$ cat src/sv/skst_pkg.sv
// ----------------------------------------------------------------------------
// Sorted key set table package
// Shared sizes, command and status codes, and the cell control type.
// ----------------------------------------------------------------------------
package skst_pkg;

	// Number of key cells in the chain.
	localparam int CAPACITY = 16;
	// Width of one stored key.
	localparam int KEY_W = 32;
	// Width of a count or index that can also hold CAPACITY itself.
	localparam int CNT_W = $clog2(CAPACITY + 1);

	// Request commands; the unused code behaves as a search.
	typedef enum logic [1:0] {
		CMD_SEARCH = 2'd0,
		CMD_INSERT = 2'd1,
		CMD_DELETE = 2'd2,
		CMD_UNUSED = 2'd3
	} skst_cmd_t;

	// Result status codes.
	typedef enum logic [1:0] {
		ST_OK      = 2'd0,
		ST_DUP     = 2'd1,
		ST_MISSING = 2'd2,
		ST_FULL    = 2'd3
	} skst_status_t;

	// Sequencer states.
	typedef enum logic {
		S_IDLE = 1'b0,
		S_BUSY = 1'b1
	} skst_state_t;

	// Control broadcast to every cell for one cycle.
	typedef struct packed {
		logic ins;
		logic del;
	} skst_ctl_t;

endpackage

$ cat src/sv/skst_cell.sv
// ----------------------------------------------------------------------------
// Sorted key set table cell
// Holds one key, compares it against the request key, and shifts toward
// or away from its neighbors on insert and delete.
// ----------------------------------------------------------------------------
module skst_cell (
	input  logic                        clk,
	input  skst_pkg::skst_ctl_t         ctl,
	input  logic [skst_pkg::KEY_W-1:0]  req_key,
	input  logic                        occ,
	input  logic                        left_less,
	input  logic [skst_pkg::KEY_W-1:0]  left_key,
	input  logic [skst_pkg::KEY_W-1:0]  right_key,
	output logic [skst_pkg::KEY_W-1:0]  stored_key,
	output logic                        less,
	output logic                        eq
);
	import skst_pkg::*;

	logic [KEY_W-1:0] stored_q;

	// Signed order against the request key; empty cells never match.
	assign less = occ && ($signed(stored_q) < $signed(req_key));
	assign eq   = occ && (stored_q == req_key);
	assign stored_key = stored_q;

	// Cells below the insertion point keep their key; the first cell not
	// less than the key takes it, the rest take their left neighbor's key.
	// On delete every cell from the match upward takes its right neighbor.
	always_ff @(posedge clk) begin
		if (ctl.ins && !less) begin
			stored_q <= left_less ? req_key : left_key;
		end else if (ctl.del && !less) begin
			stored_q <= right_key;
		end
	end

endmodule

$ cat src/sv/sorted_key_set_table.sv
// ----------------------------------------------------------------------------
// Sorted key set table
// A set of distinct signed keys kept in ascending order in a chain of cells.
// ----------------------------------------------------------------------------
// Usage:
// Requests arrive on the s_ group: cmd (search, insert, delete) and a signed
// key. Each request gives exactly one result on the m_ group: found, status,
// the position of the first stored key not less than the key (taken before
// any change), and the number of keys stored afterward.
// One request is in work at a time: the request is registered first, and
// then every cell compares its key with the request key at once and the
// whole chain shifts in one step when the request is committed.
// A new request is taken only after the last one has been committed.
// The result sits in an output register, so the next request is accepted
// while a result still waits; if that result is still not taken when the
// next one is ready, the block holds until the receiver takes it.
// Reset empties the table; key cells hold no defined value until written.
// An insert into a full table is refused with the full status.
// ----------------------------------------------------------------------------
module sorted_key_set_table (
	input  logic        clk,
	input  logic        arst_n,
	input  logic        s_tvalid,
	output logic        s_tready,
	input  logic [39:0] s_tdata,   // [1:0] cmd, [33:2] key, [39:34] zero
	output logic        m_tvalid,
	input  logic        m_tready,
	output logic [15:0] m_tdata    // [0] found, [2:1] status, [7:3] position,
	                               // [12:8] stored_count, [15:13] zero
);
	import skst_pkg::*;

	skst_state_t      state_q, state_d;
	logic [1:0]       cmd_q;
	logic [KEY_W-1:0] key_q;
	logic [CNT_W-1:0] count_q, count_d;
	logic             m_tvalid_q;
	logic [12:0]      res_q;

	logic                 accept;
	logic                 commit;
	logic [CAPACITY-1:0]  less, eq, first, occ;
	logic [KEY_W-1:0]     cell_key [CAPACITY];
	logic                 hit, full;
	logic [CNT_W-1:0]     pos, pos_or;
	skst_status_t         status;
	skst_ctl_t            ctl;

	// Handshake.
	assign s_tready = (state_q == S_IDLE);
	assign accept   = s_tvalid && s_tready;
	assign m_tvalid = m_tvalid_q;
	assign m_tdata  = {3'b000, res_q};

	// Sequencer: take a request, then commit it once the output is free.
	always_comb begin
		state_d = state_q;
		commit  = 1'b0;
		unique case (state_q)
			S_IDLE: begin
				if (accept) state_d = S_BUSY;
			end
			S_BUSY: begin
				if (!m_tvalid_q || m_tready) begin
					commit  = 1'b1;
					state_d = S_IDLE;
				end
			end
			default: state_d = S_IDLE;
		endcase
	end

	always_ff @(posedge clk or negedge arst_n) begin
		if (!arst_n) begin
			state_q <= S_IDLE;
		end else begin
			state_q <= state_d;
		end
	end

	// Request register.
	always_ff @(posedge clk) begin
		if (accept) begin
			cmd_q <= s_tdata[1:0];
			key_q <= s_tdata[KEY_W+1:2];
		end
	end

	// Chain of cells.
	for (genvar i = 0; i < CAPACITY; i++) begin : g_cell
		logic             l_less;
		logic [KEY_W-1:0] l_key, r_key;

		assign occ[i] = (CNT_W'(i) < count_q);

		if (i == 0) begin : g_first
			assign l_less = 1'b0;
			assign l_key  = key_q;
		end else begin : g_mid
			assign l_less = less[i-1];
			assign l_key  = cell_key[i-1];
		end

		if (i == CAPACITY - 1) begin : g_last
			assign r_key = cell_key[i];
		end else begin : g_inner
			assign r_key = cell_key[i+1];
		end

		assign first[i] = !less[i] && !l_less ? (i == 0) : !less[i] && l_less;

		skst_cell u_cell (
			.clk        (clk),
			.ctl        (ctl),
			.req_key    (key_q),
			.occ        (occ[i]),
			.left_less  (l_less),
			.left_key   (l_key),
			.right_key  (r_key),
			.stored_key (cell_key[i]),
			.less       (less[i]),
			.eq         (eq[i])
		);
	end

	// Position: index of the single boundary cell, or CAPACITY if every
	// cell holds a smaller key.
	always_comb begin
		pos_or = '0;
		for (int i = 0; i < CAPACITY; i++) begin
			if (first[i]) pos_or = pos_or | CNT_W'(i);
		end
		pos = (|first) ? pos_or : CNT_W'(CAPACITY);
	end

	assign hit  = |eq;
	assign full = (count_q == CNT_W'(CAPACITY));

	// Decide the change to the table and the result status.
	always_comb begin
		ctl     = '0;
		count_d = count_q;
		status  = ST_OK;
		case (cmd_q)
			CMD_INSERT: begin
				if (hit) begin
					status = ST_DUP;
				end else if (full) begin
					status = ST_FULL;
				end else begin
					ctl.ins = commit;
					count_d = count_q + CNT_W'(1);
				end
			end
			CMD_DELETE: begin
				if (!hit) begin
					status = ST_MISSING;
				end else begin
					ctl.del = commit;
					count_d = count_q - CNT_W'(1);
				end
			end
			default: begin
				status = ST_OK;
			end
		endcase
	end

	// Key count.
	always_ff @(posedge clk or negedge arst_n) begin
		if (!arst_n) begin
			count_q <= '0;
		end else if (commit) begin
			count_q <= count_d;
		end
	end

	// Output register.
	always_ff @(posedge clk or negedge arst_n) begin
		if (!arst_n) begin
			m_tvalid_q <= 1'b0;
		end else if (commit) begin
			m_tvalid_q <= 1'b1;
		end else if (m_tready) begin
			m_tvalid_q <= 1'b0;
		end
	end

	always_ff @(posedge clk) begin
		if (commit) begin
			res_q <= {count_d, pos, status, hit};
		end
	end

endmodule
$ cat config.mk
export PLATFORM = sky130hd
export DESIGN_NAME = sorted_key_set_table
export DESIGN_NICKNAME = d
export VERILOG_FILES = /design/src/sv/skst_pkg.sv /design/src/sv/skst_cell.sv /design/src/sv/sorted_key_set_table.sv
export SDC_FILE = /design/constraint.sdc
export NUM_CORES = 2
export LEC_CHECK = 0
export BUFFER_PORTS_ARGS = -buffer_cell sky130_fd_sc_hd__buf_2
export CAP_MARGIN = 40
export CORE_UTILIZATION = 55
export CTS_BUF_LIST = sky130_fd_sc_hd__clkbuf_8
export DETAILED_ROUTE_END_ITERATION = 12
export PLACE_DENSITY_LB_ADDON = 0.08
export SLEW_MARGIN = 5
export SYNTH_ARGS = -nofsm -noshare
export SYNTH_HDL_FRONTEND = slang
export SYNTH_SLANG_ARGS = --single-unit
export TNS_END_PERCENT = 100
$ cat constraint.sdc
create_clock -name clk -period 8.75 [get_ports clk]
set_input_delay 1.75 -clock clk [delete_from_list [all_inputs] [get_ports clk]]
set_output_delay 1.75 -clock clk [all_outputs]
set_load 0.02 [all_outputs]
==> key figures <==
Setup path
  – Crit-path cells: inv_1, buf_4, ha_1, and4_1, and2_1, nand4_1, nor4_1, clkbuf_2, a311oi_2, nand2_1, mux2_2, nand2_1, buf_4, nor2_2, buf_4
  – Critical path required time: around 9 ns
  – Worst setup path class: reg2reg
  – Critical Path Most Common Cell: buf_4
  – Crit-path slowest cell: a311oi_2
  – CP max FO: 17
  – CP Launch Type: flip-flop
  – CP delay by family, top: simple AND/OR/NAND/NOR gates
  – FF-to-FF setup slack: roughly 2.5 ns
  – WP buf/inv: 5
  – Crit. End Element: flip-flop
  – Max stage delay on crit path: 0.75 ns
  – Crit path DAT: 6.60 ns

Finish
  – P&R area growth vs syn: 9.13%
  – Register area: between 15,000 and 20,000 µm²
  – Final Non-Filler Cells: 5,157
  – Post-route cell area: 43,300 µm²
  – Share of cells above drive strength 1: 10.7%
  – Fillcell total: approximately 6,300
  – Nets: about 4,700
  – Finished Core Util: between 60% and 70%
  – Multi-input gate area: 21,500 µm²

Floorplan
  – Floorplan row count: 98
  – Ports: a little over 60
  – Core area: 71,400 µm²
  – Die width: ~270 µm
  – Starting density of the core: ~56%
  – Die Ht: between 200 and 300 µm
  – Die ar.: about 73,000 µm²

Logic synthesis
  – Async set-reset flop share out of synthesis: 1.24%
  – Synthesized area per cell: ~9.7 µm²
  – Yosys warns: 0
  – Post-synth EDFFs: roughly 560
  – Flops & latches, synth: ~570
  – Sequential area share after synthesis: approximately 43%
  – Post-synthesis cell area: 39,700 µm²
  – Count of cell types in the netlist: 80
  – Ys flop type: edfxtp_1
  – Post-Syn Instances: ~4,100

Power and ir drop
  – Pwr Total: 10.3 mW
  – Maximum VDD drop: about 220 µV
  – Leak Pwr: roughly 17 nW
  – Pwr Density: between 200 and 250 nW/µm²

STA
  – Crit share post-route: 70.9%
  – Final Critical Period: approximately 6.2 ns
  – Fin Setup TNS: 0 ns
  – Endpoints failing hold: 0
  – Least-Margin Pin Slew: ~0.9 ns
  – Final setup vio count: 0
  – Worst hold slack: 0.535 ns
  – Slew Limit Fails: 0
  – Final Worst Setup Slack: ~2.5 ns
  – Relative slew slack: about two fifths
  – Clock Skew: about 0.039 ns
  – RSZ-0062 raised after global routing: false
  – Fmax: 0.161 GHz

Global route
  – Vias in the first global route: 30,400
  – GRT Overall Usage: a little under a third
  – Grt ovf: 0
  – Largest net degree at the start of global routing: 69
  – First-pass GRT wire length: roughly 180,000 µm
  – Initial antenna violation count: 2

Status
  – Status: finished, final reports clean

Clocking
  – H-tree depth: 3
  – TritonCTS clock tree: built
  – Worst-path clk slew: roughly 0.060 ns
  – Hold-fix buffers, CTS: 0
  – TritonCTS Buffers: roughly 110
  – Setup bufs post-CTS: 0
  – Clock Path Buffers: 3
  – CTS root buffer: clkbuf_8
  – CTS Sinks: 566
  – Insertion delay to the later sink of the worst-skew pair: between 0.7 and 0.8 ns
  – Post_cts resized: 0

Detailed routing
  – Post-DR wirelength/cell: between 20 and 25 µm
  – Vias/cell: 6.09
  – Final ANT Viol Nets: 0
  – Routed via count: between 30,000 and 40,000
  – WL final: ~110,000 µm
  – 1st-iter DRT viols: about 2,800
  – 1st-pass router iterations: 6
  – DRC errors left: 0

Placement
  – Placement Setup Slack: ~2.7 ns
  – Area after DPL: a little over 40,000 µm²
  – Number of port buffers: 52
  – Final GP Congestion: roughly 0.94
  – Hpwl dp: roughly 85,000 µm
  – Placed cell count: ~5,000

Worst hold path
  – Min-delay worst type: reg2reg

Run
  – Max-Cap Viols: 0
power breakdown:
group	internal, mW	switching, mW
Clock	1.22	1.20
Combinational	1.42	2.51
Sequential	3.58	0.360
Total	6.23	4.08
tightest hold or removal path, cell delays in order, from the launching register on:
cell and delay [ns]:
dfrtp_1 0.35, nand2b_1 0.08, nand2_1 0.08
kinds of logic after synthesis:
group                    share of synthesized area, %
AO/OA/AOI/OAI                                    18.1
AND/OR/NAND/NOR                                  13.7
flip-flops                                       42.8
adder cells (fa/ha/maj)                          16.3
buffers and inverters                            3.53
multiplexers                                     5.45
XOR/XNOR                                       0.0442
other                                         0.00946
path summary, 6_finish.rpt:
path                                      from                               end  depth (start not counted)
max                        g_cell[0].l_key[13]  g_cell[10].u_cell.stored_key[20]                         15
min                                   m_tvalid                          m_tvalid                          2
min in group asynchronous               arst_n                          m_tvalid                          1
min reg2reg                           m_tvalid                          m_tvalid                          2
max in group asynchronous               arst_n                        count_q[3]                          1
max reg2reg                g_cell[0].l_key[13]  g_cell[10].u_cell.stored_key[20]                         15
layout make-up:
type | instances | area share, %
repair buffers | 164 | 3.27
multi-input cells | 3206 | 49.7
diodes | 2 | 0.0116
flip-flops and latches | 566 | 39.2
inverters | 71 | 0.616
clock inverters | 87 | 0.914
well taps | 950 | 2.75
clock buffers | 111 | 3.53
cell usage in the layout (no fill, tap or decap), types with 79 or more instances in the layout:
| cell | instances |
|---|---|
| inv_1 | 112 |
| nor2_1 | 525 |
| mux2i_1 | 201 |
| a21oi_1 | 572 |
| ha_1 | 517 |
| clkbuf_8 | 111 |
| o21ai_0 | 343 |
| buf_4 | 86 |
| nand4_1 | 110 |
| nand2_1 | 359 |
| a21oi_2 | 86 |
| edfxtp_1 | 559 |
| a21o_1 | 79 |
sequential cells by signal (all words and copies together) (netlist names):
signal	cells
res_q	13
count_q	5
m_tvalid	1
cmd_q	2
g_cell.u_cell.stored_key	512
g_cell.l_key	32
state_q	1
cell usage after synthesis (6+ instances only):
master / number / area share [%]
nand2_1: 360 / 3.4
ha_1: 517 / 16
nor2b_1: 26 / 0.41
nor2_1: 538 / 5.1
a211oi_1: 14 / 0.27
buf_6: 21 / 0.60
a221oi_1: 6 / 0.13
nor2_2: 10 / 0.16
a21o_1: 79 / 1.5
buf_4: 7 / 0.13
a221o_1: 7 / 0.18
nor4_1: 25 / 0.39
nor3b_1: 8 / 0.15
dfrtp_1: 7 / 0.44
mux2i_1: 207 / 5.2
nor3_1: 16 / 0.20
and2_1: 9 / 0.14
a31oi_1: 12 / 0.19
o21ai_1: 45 / 0.57
and4_1: 15 / 0.33
a2111oi_0: 6 / 0.13
edfxtp_1: 559 / 42
nand3_1: 37 / 0.47
o21a_1: 10 / 0.19
buf_1: 9 / 0.085
and3_1: 11 / 0.17
a21oi_1: 572 / 7.2
o21ai_0: 343 / 4.3
nand4_1: 110 / 1.7
mux2_2: 8 / 0.23
buf_2: 50 / 0.63
clkbuf_1: 145 / 1.4
a21oi_2: 86 / 1.9
nand2b_1: 17 / 0.27
o211ai_1: 20 / 0.38
inv_1: 71 / 0.67
metal layers:
| metal | wire length [µm] | track usage (%) | vias up | share of wire, % |
|---|---|---|---|---|
| met5 | 13 | 0 | - | 0.012 |
| met4 | 4300 | 11.7 | 2 | 3.8 |
| met3 | 7040 | 4.33 | 224 | 6.3 |
| met2 | 49700 | 48.1 | 1006 | 44 |
| met1 | 51400 | 43.4 | 14800 | 46 |
| li1 | - | - | 15300 | - |
Power figures use the tool's default switching activity.
